File: config.mk
export PLATFORM = sky130hd
export DESIGN_NAME = group_ownership_table
export DESIGN_NICKNAME = d
export VERILOG_FILES = /design/src/hdl/gotb_pkg.sv /design/src/hdl/group_ownership_table.sv /design/src/hdl/gotb_ctrl.sv /design/src/hdl/gotb_datapath.sv
export SDC_FILE = /design/constraint.sdc
export NUM_CORES = 1
export LEC_CHECK = 0
export ABC_AREA = 1
export BUFFER_PORTS_ARGS = -buffer_cell sky130_fd_sc_hd__buf_2
export CORE_ASPECT_RATIO = 0.9
export CORE_UTILIZATION = 55
export CTS_BUF_LIST = sky130_fd_sc_hd__clkbuf_4
export DETAILED_ROUTE_END_ITERATION = 6
export PLACE_DENSITY = 0.74
export SYNTH_ARGS = -nofsm -noshare
export SYNTH_HDL_FRONTEND = slang
export SYNTH_HIERARCHICAL = 1
export SYNTH_SLANG_ARGS = --single-unit
File: constraint.sdc
create_clock -name clk -period 3.1 [get_ports clk]
set_clock_uncertainty 0.2 [all_clocks]
set_input_delay 0.62 -clock clk [delete_from_list [all_inputs] [get_ports clk]]
set_output_delay 0.62 -clock clk [all_outputs]
set_load 0.01 [all_outputs]
File: src/hdl/gotb_pkg.sv
package gotb_pkg;

    localparam int NUM_GROUPS     = 64;
    localparam int NUM_PARTITIONS = 16;

    localparam int GRP_IDX_W = $clog2(NUM_GROUPS);
    localparam int PART_W    = $clog2(NUM_PARTITIONS);

    localparam logic [8:0] GRP_LIMIT  = 9'(NUM_GROUPS);
    localparam logic [8:0] PART_LIMIT = 9'(NUM_PARTITIONS);

    localparam logic [1:0] OP_ASSIGN  = 2'd0;
    localparam logic [1:0] OP_RELEASE = 2'd1;
    localparam logic [1:0] OP_CHECK   = 2'd2;

    localparam logic [1:0] ST_OK    = 2'd0;
    localparam logic [1:0] ST_INVAL = 2'd1;
    localparam logic [1:0] ST_PERM  = 2'd2;

    typedef struct packed {
        logic load;
        logic read;
        logic exec;
    } gotb_cmd_t;

endpackage

File: src/hdl/group_ownership_table.sv
// Ownership table of device groups. A request is taken when start is high while busy is low;
// it then goes through latch, table read, and decide and write back, with busy high until
// done, so a new request is taken only once the previous one is through. The status appears on
// status for one cycle with done high, in the same cycle in which busy falls, and must be
// captured then since it cannot be held off. The owner store is a single-port memory read
// in its own step. All entries read as free right after reset, with no clearing time.
module group_ownership_table
    import gotb_pkg::*;
(
    input  logic       clk,
    input  logic       rst_n,
    input  logic       start,
    output logic       busy,
    input  logic [1:0] req_type,
    input  logic [7:0] group_num,
    input  logic [7:0] partition_num,
    output logic       done,
    output logic [1:0] status
);

    gotb_cmd_t cmd;

    gotb_ctrl u_ctrl (
        .clk   (clk),
        .rst_n (rst_n),
        .start (start),
        .busy  (busy),
        .cmd   (cmd)
    );

    gotb_datapath u_datapath (
        .clk           (clk),
        .rst_n         (rst_n),
        .cmd           (cmd),
        .req_type      (req_type),
        .group_num     (group_num),
        .partition_num (partition_num),
        .done          (done),
        .status        (status)
    );

endmodule

File: src/hdl/gotb_ctrl.sv
module gotb_ctrl
    import gotb_pkg::*;
(
    input  logic      clk,
    input  logic      rst_n,
    input  logic      start,
    output logic      busy,
    output gotb_cmd_t cmd
);

    localparam logic [1:0] S_IDLE = 2'd0;
    localparam logic [1:0] S_READ = 2'd1;
    localparam logic [1:0] S_EXEC = 2'd2;

    logic [1:0] state_reg;
    logic [1:0] state_next;

    always_comb
    begin
        state_next = state_reg;
        cmd        = '0;
        unique case (state_reg)
            S_IDLE:
            begin
                if (start)
                begin
                    cmd.load   = 1'b1;
                    state_next = S_READ;
                end
            end
            S_READ:
            begin
                cmd.read   = 1'b1;
                state_next = S_EXEC;
            end
            S_EXEC:
            begin
                cmd.exec   = 1'b1;
                state_next = S_IDLE;
            end
            default:
            begin
                state_next = S_IDLE;
            end
        endcase
    end

    assign busy = (state_reg != S_IDLE);

    always_ff @(posedge clk or negedge rst_n)
    begin
        if (!rst_n)
        begin
            state_reg <= S_IDLE;
        end
        else
        begin
            state_reg <= state_next;
        end
    end

endmodule

File: src/hdl/gotb_datapath.sv
module gotb_datapath
    import gotb_pkg::*;
(
    input  logic       clk,
    input  logic       rst_n,
    input  gotb_cmd_t  cmd,
    input  logic [1:0] req_type,
    input  logic [7:0] group_num,
    input  logic [7:0] partition_num,
    output logic       done,
    output logic [1:0] status
);

    logic [PART_W-1:0]    owner_mem [NUM_GROUPS];
    logic [NUM_GROUPS-1:0] flags_reg;

    logic [1:0]           op_reg;
    logic [GRP_IDX_W-1:0] grp_reg;
    logic [7:0]           part_reg;
    logic                 inval_reg;
    logic [PART_W-1:0]    owner_rd_reg;
    logic                 taken_reg;
    logic                 done_reg;
    logic [1:0]           status_reg;

    logic                 inval_next;
    logic                 mine;
    logic [1:0]           status_next;
    logic                 wr_take;
    logic                 wr_free;

    assign inval_next = (group_num == 8'd0) || ({1'b0, group_num} >= GRP_LIMIT) ||
                        (partition_num == 8'd0) || ({1'b0, partition_num} >= PART_LIMIT) ||
                        (req_type != OP_ASSIGN && req_type != OP_RELEASE &&
                         req_type != OP_CHECK);

    assign mine = taken_reg && (8'(owner_rd_reg) == part_reg);

    always_comb
    begin
        status_next = ST_INVAL;
        wr_take     = 1'b0;
        wr_free     = 1'b0;
        if (!inval_reg)
        begin
            unique case (op_reg)
                OP_ASSIGN:
                begin
                    if (mine)
                    begin
                        status_next = ST_OK;
                    end
                    else if (taken_reg)
                    begin
                        status_next = ST_PERM;
                    end
                    else
                    begin
                        status_next = ST_OK;
                        wr_take     = 1'b1;
                    end
                end
                OP_RELEASE:
                begin
                    status_next = mine ? ST_OK : ST_PERM;
                    wr_free     = mine;
                end
                default:
                begin
                    status_next = mine ? ST_OK : ST_PERM;
                end
            endcase
        end
    end

    always_ff @(posedge clk)
    begin
        if (cmd.load)
        begin
            op_reg    <= req_type;
            grp_reg   <= group_num[GRP_IDX_W-1:0];
            part_reg  <= partition_num;
            inval_reg <= inval_next;
        end
        if (cmd.read)
        begin
            owner_rd_reg <= owner_mem[grp_reg];
        end
        if (cmd.exec && (wr_take || wr_free))
        begin
            owner_mem[grp_reg] <= wr_take ? part_reg[PART_W-1:0] : '0;
        end
        if (cmd.exec)
        begin
            status_reg <= status_next;
        end
    end

    always_ff @(posedge clk or negedge rst_n)
    begin
        if (!rst_n)
        begin
            flags_reg <= '0;
            taken_reg <= 1'b0;
            done_reg  <= 1'b0;
        end
        else
        begin
            done_reg <= cmd.exec;
            if (cmd.read)
            begin
                taken_reg <= flags_reg[grp_reg];
            end
            if (cmd.exec && (wr_take || wr_free))
            begin
                flags_reg[grp_reg] <= wr_take;
            end
        end
    end

    assign done   = done_reg;
    assign status = status_reg;

endmodule

==> qor.csv, run 1 <==
stage;metric;value;unit
outcome;outcome;completed;
global_routing;grt_max_degree;134;
drt;wl_per_cell;19.9;um
worst_setup_path;critPathTopFamily;simple AND/OR/NAND/NOR gates;
finish;multi_input_area;4810;um2
cts;cts_made_buffers;84;
synth;syn_nets;1608;
cts;cts_hold_buffers;20;
cts;clkSinkCount;347;
finish;drive_gt1_share;15.3;%
die;fp.dieH;162;um
sta;tns;0;ps
synth;yosysMostFrequentCell;nand2_1;
worst_setup_path;cp-start-kind;flip-flop;
global_routing;overflow;0;
global_routing;track_usage;29.3;%
sta;worst_pin_slew;860;ps
drt;routed_wl;41700;um
power;power_leakage;0.00683;uW
cts;cts_setup_buffers;0;
drt;routed.top_layer;met4;
worst_hold_path;hp-class;input pin to asynchronous set/reset pin;
finish;fillers;2173;
drt;wl_met3;4890;um
global_routing;grt_pass1_vias;11758;
drt;wl_met1;16400;um
synth;synth_edf_count;279;
power;power_density;559;nW/um2
sta;report.final.slew_viol_count;0;
sta;finalSetupViolCount;0;
sta;rsz0062_at_grt;false;
worst_setup_path;cp_num_buf_inv;2;
worst_setup_path;worst_path_most_repeated_cell;inv_1;
synth;yosysUniqueCellTypes;38;
job;max_cap_violations;0;
placement;place.gp.congestion;0.892;
synth;seq_area_frac_synth;64.6;%
cts;cts_tree;done;
sta;timing.final.crit_share;94.3;%
global_routing;grt_pass1_wl;64700;um
synth;synth_flop_cell;edfxtp_1;
synth;synth_area_leaders;edfxtp_1 54%, nand2_1 13%, dfrtp_1 11%;
drt;dr.pass1.iters;7;
cts;cts.path.max_buffers;3;
worst_setup_path;arrival;3090;ps
synth;yosys-top-cells-count;533 x nand2_1, 279 x edfxtp_1, 165 x nor2_1;
cts;clock-root-buffer;clkbuf_4;
placement;dp_hpwl;24900;um
die;io_pins;25;
global_routing;antenna_found_initial;2;
die;core_area;27900;um2
cts;clk_latency;740;ps
finish;syn2layout_area_growth;12.1;%
finish;largest_reg_flops;256;
drt;vias;12222;
power;vdd_drop_max;0.264;mV
finish;layout.nets;1684;
worst_setup_path;cp_max_fo;8;
sta;relSlewSlack;41.2;%
finish;fin_area;17500;um2
placement;placed_area;16200;um2
worst_setup_path;path_cells;nor3_1 -> inv_1 -> nor2_4 -> inv_1 -> a21boi_2 -> nand2_1 -> nor2_1;
drt;ant_nets;0;
die;die-area;29100;um2
drt;drc_errors;0;
sta;max_freq;342;MHz
synth;avgSynthCellArea;9.84;um2
cts;htree_num_levels;3;
synth;netlist.top_cell.by_area;edfxtp_1;
synth;synth_seq_cells;347;
sta;period_needed;2920;ps
die;start_util;55.9;%
worst_setup_path;crit_type;flip-flop to flip-flop;
drt;drt_iter0_drc;1682;
synth;synth_top_area_share;53.7;%
synth;yosysWarnings;6;
synth;syn-cell-area;15600;um2
die;fp.dieW;180;um
worst_setup_path;worstPathRequired;3260;ps
cts;clk_pin_slew;70;ps
finish;seq_area;10100;um2
sta;finalHoldViolations;0;
drt;wl_met2;18800;um
synth;syn_inst;1587;
worst_setup_path;slowest_delay;510;ps
drt;vias_per_cell;5.85;
die;placementRows;58;
synth;async_reset_ff_share;19.6;%
cts;cts_resized;0;
placement;portBuffers;24;
worst_setup_path;slowest_stage;nand2_1;
worst_setup_path;cp-end-kind;flip-flop;
[worst reg2reg max path: cells and delay by family (launching register included)]
kind            cells  cell delay (ps)
flops               1              400
buf+inv             2              310
compound gates      1              360
simple gates        4             1280
[worst paths after layout]
kind	start	endpoint	slack, ps	cells past startpoint
setup / recovery	u_datapath/taken_reg$_DFFE_PN0P_	u_datapath/owner_mem[55][1]$_DFFE_PP_	180	7
hold / removal	rst_n	u_datapath/done$_DFF_PN0_	260	2
setup reg to reg	u_datapath/taken_reg$_DFFE_PN0P_	u_datapath/owner_mem[55][1]$_DFFE_PP_	180	7
hold reg to reg	u_datapath/flags_reg[3]$_DFFE_PN0P_	u_datapath/flags_reg[3]$_DFFE_PN0P_	270	2
max in group asynchronous	rst_n	u_datapath/flags_reg[57]$_DFFE_PN0P_	1800	3
min in group clk	u_datapath/flags_reg[3]$_DFFE_PN0P_	u_datapath/flags_reg[3]$_DFFE_PN0P_	270	2
[final cells by class]
cell class,count,area share (%)
clock inverters,18,0.622
repair buffers,81,4.15
diodes,2,0.0286
multi-input cells,1060,27.5
clock buffers,132,5.66
well taps,360,2.57
inverters,89,1.91
flip-flops and latches,347,57.6
[power breakdown]
group          total (uW)  internal, uW  switching, uW
registers            5060          5030           33.6
clock network        3830          2020           1810
logic                 884           252            632
[kinds of logic (layout without fill, tap and decap cells)]
group / Yosys count / count (layout) / share of synthesized area [%]
and+or+nand+nor: 949 / 949 / 26.6
DFF: 347 / 347 / 64.6
buffers and inverters: 180 / 320 / 4.98
AOI/OAI and AO/OA: 111 / 111 / 3.84
other: 0 / 2 / 0
[layout by cell type, fill, tap and decap left out, drive strengths merged]
cell type    count
clkinv          14
o22ai            1
inv             91
or4              1
dlygate4sd3     20
nor2           177
dfrtp           68
o21ai           37
o211ai           4
bufinv           1
a22oi            8
o21a             1
nor3b            1
a21oi           58
nand3          110
and3             2
or2             15
nor4             1
a21boi           1
buf             61
clkbuf         132
edfxtp         279
nand4           82
nor3            11
diode            2
nand2          539
nand3b          10
clkinvlp         1
a2111oi          1
[per-layer routing]
| layer | vias to the layer above | track usage (%) |
|---|---|---|
| met4 | 0 | 13.3 |
| met5 | - | 0 |
| met3 | 128 | 6.59 |
| met2 | 822 | 45.3 |
| li1 | 5573 | - |
| met1 | 5699 | 40.1 |
[per-stage QoR]
stage	setup slack (ps)	power (uW)	hold WS (ps)	instances	util, %
final	176	9780	257	2089	62.6
after global routing	45.5	10100	274	2089	62.6
after CTS	221	9820	241	2087	62.6
after detailed placement	240	5990	254	1917	58.0
after global placement	289	5990	250	1917	58.0
after floorplan	67.9	5700	124	1587	-
No activity file was read; power rests on OpenSTA's default activity.
==> inputs of run 2 (changes only) <==
--- a/config.mk
+++ b/config.mk
@@ -6,10 +6,11 @@
 export NUM_CORES = 1
 export LEC_CHECK = 0
 export ABC_AREA = 1
-export BUFFER_PORTS_ARGS = -buffer_cell sky130_fd_sc_hd__buf_2
+export BUFFER_PORTS_ARGS = -buffer_cell sky130_fd_sc_hd__clkbuf_2
 export CORE_ASPECT_RATIO = 0.9
 export CORE_UTILIZATION = 55
 export CTS_BUF_LIST = sky130_fd_sc_hd__clkbuf_4
+export CTS_CLUSTER_DIAMETER = 80
 export DETAILED_ROUTE_END_ITERATION = 6
 export PLACE_DENSITY = 0.74
 export SYNTH_ARGS = -nofsm -noshare
==> qor.csv, run 2 (synthesized netlist as in run 1, its figures left out) <==
stage;metric;value;unit;change
die;io_pins;25;;unchanged
sta;report.final.slew_viol_count;0;;unchanged
finish;fin_cells;2103;;+0.67%
finish;syn2layout_area_growth;12.3;%;
die;die-area;29100;um2;unchanged
worst_setup_path;cp_max_fo;16;;+8
finish;final_common_cell;nand2_1;;
global_routing;track_usage;29.2;%;-0.093 points
drt;drc_errors;0;;unchanged
power;vdd_drop_max;0.228;mV;-14%
finish;layout.nets;1697;;+0.77%
cts;cts_tree;done;;
cts;cts_setup_buffers;0;;unchanged
worst_setup_path;arrival;3160;ps;+70 ps
finish;final_cell_mix;532 x nand2_1, 279 x edfxtp_1, 157 x nor2_1;;
worst_setup_path;cp-start-kind;flip-flop;;
cts;clkSinkCount;347;;unchanged
finish;fillers;2170;;-0.14%
die;fp.dieH;162;um;unchanged
power;power_leakage;0.00694;uW;+1.6%
worst_setup_path;r2r_end;u_datapath/owner_mem[16][3]$_DFFE_PP_;;
die;core_area;27900;um2;unchanged
placement;dp_cells;1929;;+0.63%
cts;clk_pin_slew;80;ps;about the same
drt;vias_per_cell;5.76;;-1.5%
worst_hold_path;hp-class;input pin to asynchronous set/reset pin;;
sta;tns;0;ps;unchanged
sta;rsz0062_at_grt;false;;
cts;clock-root-buffer;clkbuf_4;;
cts;htree_num_levels;3;;unchanged
drt;drt_iter0_drc;1503;;-11%
power;power_density;554;nW/um2;-0.87%
sta;finalWorstSetupSlack;128;ps;-48.4 ps
drt;ant_nets;0;;unchanged
die;placementRows;58;;unchanged
global_routing;antenna_found_initial;1;;-1
cts;cts.path.max_buffers;3;;unchanged
global_routing;grt_pass1_wl;64200;um;-0.74%
sta;worst_pin_slew;766;ps;-93.9 ps
sta;relSlewSlack;49.0;%;+7.7 points
sta;max_freq;336;MHz;-1.6%
sta;finalSetupViolCount;0;;unchanged
finish;drive_gt1_share;15.7;%;+0.39 points
outcome;outcome;completed;;
sta;whs;270;ps;+13.7 ps
worst_setup_path;crit_type;flip-flop to flip-flop;;
finish;finish.utilization;62.7;%;+0.11 points
sta;timing.final.crit_share;95.9;%;+1.6 points
drt;wl_per_cell;19.8;um;-0.83%
die;start_util;55.9;%;unchanged
worst_setup_path;ff2ff_path_depth;5;;-2
worst_setup_path;startpoint;u_datapath/grp_reg[1]$_DFFE_PP_;;
worst_setup_path;endpoint;u_datapath/owner_mem[16][3]$_DFFE_PP_;;
worst_setup_path;cp-end-kind;flip-flop;;
worst_setup_path;r2r-start;u_datapath/grp_reg[1]$_DFFE_PP_;;
cts;cts_made_buffers;85;;+1.2%
drt;routed_wl;41600;um;-0.16%
placement;dp_slack;118;ps;-122 ps
sta;finalHoldViolations;0;;unchanged
placement;place.gp.congestion;0.919;;+3.1%
global_routing;overflow;0;;unchanged
sta;period_needed;2970;ps;+48.4 ps
worst_setup_path;reg2reg_slack;130;ps;-50 ps
finish;largest_reg_flops;256;;unchanged
worst_setup_path;worstPathRequired;3280;ps;+20 ps
global_routing;grt_pass1_vias;11575;;-1.6%
drt;vias;12114;;-0.88%
global_routing;grt_max_degree;134;;unchanged
placement;portBuffers;24;;unchanged
job;max_cap_violations;0;;unchanged
cts;clk_latency;740;ps;about the same
placement;dp_hpwl;25500;um;+2.6%
die;fp.dieW;180;um;unchanged
drt;dr.pass1.iters;6;;-1
## run 2: cell types whose count changed in the layout (fill, tap and decap cells not counted), sizes merged
cell,change
buf,-11
clkbuf,+16
clkinv,+11
diode,-1
inv,-1
## run 2: power by group
part           internal, uW  total (uW)  switching [uW]
sequential             5030        5060            33.2
combinational           248         869             621
clock                  1940        3780            1840
total                  7220        9710            2490
## run 2: metrics by stage
stage / cell area [um2] / power [uW]
2_1_floorplan: 15600 / 5700
3_3_place_gp: 16200 / 5970
3_5_place_dp: 16200 / 5980
4_1_cts: 17500 / 9750
5_1_grt: 17500 / 10100
6_report: 17500 / 9710
## run 2: layer usage
layer  GRT usage [%]  part of all wire, %  vias up
li1                -                    -     5611
met1            38.7                   40     5762
met2            44.6                   45      632
met3            8.25                   11      109
met4            14.7                  3.9        0
met5               0                    0        -
## run 2: how the worst min path moves through the flow
stage / from / end / slack (ps)
finish: rst_n / u_datapath/taken_reg$_DFFE_PN0P_ / 270
global route: rst_n / u_datapath/taken_reg$_DFFE_PN0P_ / 280
CTS: rst_n / u_datapath/flags_reg[45]$_DFFE_PN0P_ / 250
detailed placement: u_datapath/flags_reg[55]$_DFFE_PN0P_ / u_datapath/flags_reg[55]$_DFFE_PN0P_ / 250
global placement: u_datapath/flags_reg[56]$_DFFE_PN0P_ / u_datapath/flags_reg[56]$_DFFE_PN0P_ / 250
floorplan: rst_n / u_ctrl/state_reg[0]$_DFFE_PN0P_ / 120
## run 2: critical path, cell delays in order, from the launching register on
cell and delay, ps:
edfxtp_1 570, nor2_8 150, nand2_2 180, inv_1 550, nand2_1 530, nor2_1 460
## run 2: cell type report
class	count	area, um2	share of cell area [%]
Multi-Input combinational cell	1060	4810	27.4
Antenna cell	1	2.50	0.0143
Inverter	89	334	1.91
Sequential cell	347	10100	57.5
Timing Repair Buffer	93	766	4.37
Clock buffer	125	938	5.35
Clock inverter	28	149	0.849
Tap cell	360	450	2.57
## run 2: repair_timing
action	CTS	global route
hold buffers	20	0
endpoints found under the setup margin	0	7
resized for setup	0	2
hold endpoints to repair	60	0
==> inputs of run 3 (changes only) <==
--- a/config.mk
+++ b/config.mk
@@ -8,11 +8,11 @@
 export ABC_AREA = 1
 export BUFFER_PORTS_ARGS = -buffer_cell sky130_fd_sc_hd__clkbuf_2
 export CORE_ASPECT_RATIO = 0.9
-export CORE_UTILIZATION = 55
+export CORE_UTILIZATION = 59
 export CTS_BUF_LIST = sky130_fd_sc_hd__clkbuf_4
 export CTS_CLUSTER_DIAMETER = 80
 export DETAILED_ROUTE_END_ITERATION = 6
-export PLACE_DENSITY = 0.74
+export PLACE_DENSITY = 0.78
 export SYNTH_ARGS = -nofsm -noshare
 export SYNTH_HDL_FRONTEND = slang
 export SYNTH_HIERARCHICAL = 1
==> qor.csv, run 3 (synthesized netlist as in run 1, its figures left out) <==
stage;metric;value;unit;change
worst_hold_path;hp-class;input pin to asynchronous set/reset pin;;
drt;ant_nets;0;;unchanged
cts;cts_made_buffers;88;;+3.5%
finish;final_common_cell;nand2_1;;
worst_setup_path;crit_type;flip-flop to flip-flop;;
power;finalPower;10100;uW;+4.3%
drt;dr.pass1.iters;7;;+1
worst_setup_path;slowest_delay;600;ps;+30 ps
outcome;violations;DRC;;
cts;clock-root-buffer;clkbuf_4;;
die;core_area;26000;um2;-7.0%
cts;clk_pin_slew;80;ps;about the same
cts;clkSinkCount;347;;unchanged
cts;htree_num_levels;3;;unchanged
worst_setup_path;cp-start-kind;flip-flop;;
global_routing;grt_pass1_wl;65100;um;+1.3%
outcome;outcome;finished with violations;;
worst_setup_path;startpoint;u_datapath/grp_reg[1]$_DFFE_PP_;;
drt;vias_per_cell;5.88;;+2.1%
finish;multi_input_area;4810;um2;-0.10%
worst_setup_path;arrival;3170;ps;about the same
finish;fillers;1909;;-12%
sta;relSlewSlack;43.9;%;-5.0 points
sta;max_freq;329;MHz;-2.3%
cts;cts_tree;done;;
finish;final_cell_mix;532 x nand2_1, 279 x edfxtp_1, 159 x nor2_1;;
drt;wl_per_cell;20.2;um;+2.2%
placement;dp_hpwl;25600;um;+0.28%
drt;drt_iter0_drc;1653;;+10%
die;die-area;27100;um2;-6.7%
sta;finalSetupViolCount;0;;unchanged
drt;drc_errors;4;;+4
sta;timing.final.crit_share;98.1;%;+2.2 points
die;placementRows;56;;-3.4%
die;io_pins;25;;unchanged
worst_setup_path;r2r-start;u_datapath/grp_reg[1]$_DFFE_PP_;;
power;power_leakage;0.00691;uW;-0.41%
worst_setup_path;slowest_stage;edfxtp_1;;
global_routing;grt_pass1_vias;11755;;+1.6%
drt;vias;12294;;+1.5%
power;power_density;575;nW/um2;+3.9%
power;vdd_drop_max;0.267;mV;+17%
worst_setup_path;cp_num_buf_inv;1;;unchanged
sta;report.final.slew_viol_count;0;;unchanged
placement;place.gp.congestion;0.946;;+2.9%
sta;worst_pin_slew;838;ps;+72.6 ps
finish;largest_reg_flops;256;;unchanged
finish;syn2layout_area_growth;12.8;%;
sta;tns;0;ps;unchanged
die;start_util;60.1;%;+4.2 points
die;fp.dieH;156;um;-3.4%
placement;placed_area;16200;um2;-0.46%
worst_setup_path;critPathTopFamily;simple AND/OR/NAND/NOR gates;;
cts;cts.path.max_buffers;3;;unchanged
finish;seq_area;10100;um2;unchanged
finish;layout.nets;1692;;-0.29%
finish;drive_gt1_share;16.1;%;+0.48 points
global_routing;track_usage;31.7;%;+2.5 points
global_routing;antenna_found_initial;4;;+3
finish;finish.utilization;67.7;%;+5.0 points
job;max_cap_violations;0;;unchanged
global_routing;overflow;0;;unchanged
cts;cts_setup_buffers;0;;unchanged
cts;clk_latency;730;ps;about the same
die;fp.dieW;173;um;-3.4%
worst_setup_path;worstPathRequired;3220;ps;-60 ps
finish;fin_area;17600;um2;+0.44%
sta;period_needed;3040;ps;+69.3 ps
sta;rsz0062_at_grt;false;;
placement;portBuffers;24;;unchanged
sta;finalHoldViolations;0;;unchanged
worst_setup_path;cp_max_fo;10;;-6
worst_setup_path;path_cells;nand2_2 -> nor2_2 -> buf_4 -> nand2_1 -> nor2_1;;
drt;routed_wl;42300;um;+1.6%
global_routing;grt_max_degree;129;;-3.7%
worst_setup_path;cp-end-kind;flip-flop;;
-- run 3: final timing paths --
check / to / slack (ps) / depth (start not counted)
max in group asynchronous: u_datapath/flags_reg[58]$_DFFE_PN0P_ / 1780 / 3
min in group clk: u_datapath/flags_reg[55]$_DFFE_PN0P_ / 270 / 2
worst min-delay path: u_datapath/taken_reg$_DFFE_PN0P_ / 260 / 2
worst max register to register: u_datapath/owner_mem[62][0]$_DFFE_PP_ / 60 / 5
worst max-delay path: u_datapath/owner_mem[62][0]$_DFFE_PP_ / 60 / 5
worst min register to register: u_datapath/flags_reg[55]$_DFFE_PN0P_ / 270 / 2
-- run 3: metal layers --
metal	part of all wire (%)	vias to the layer above	track usage, %
li1	-	5600	-
met1	38	5811	41.9
met2	47	773	50.3
met3	11	108	8.21
met4	2.9	2	13.2
met5	0.033	-	0
-- run 3: through the flow --
stage	instances	setup WS, ps	hold WS [ps]
global route	2090	0.992	259
floorplan	1587	67.9	124
detailed placement	1909	68.2	255
CTS	2088	81.4	256
finish	2091	58.2	258
global placement	1909	199	246
-- run 3: worst register-to-register path, cell delays in order (launching register included) --
cell	delay, ps
edfxtp_1	600
nand2_2	260
nor2_2	550
buf_4	290
nand2_1	310
nor2_1	460
-- run 3: cell type report --
cell class / instances / share of cell area, %
diodes: 3 / 0.0426
clock buffers: 143 / 6.10
clock inverters: 16 / 0.917
inverters: 89 / 1.92
multi-input cells: 1060 / 27.3
flip-flops and latches: 347 / 57.2
well taps: 348 / 2.47
repair buffers: 85 / 4.01
-- run 3: power by group --
group,switching (uW),internal (uW)
clock,1830,2340
sequential,36.1,5030
combinational,642,248
total,2510,7620
-- run 3: what timing repair did --
item	4_1_cts	5_1_grt
gates resized for setup	0	1
endpoints found under the hold margin	50	0
endpoints found under the setup margin	0	19
hold buffers	20	0
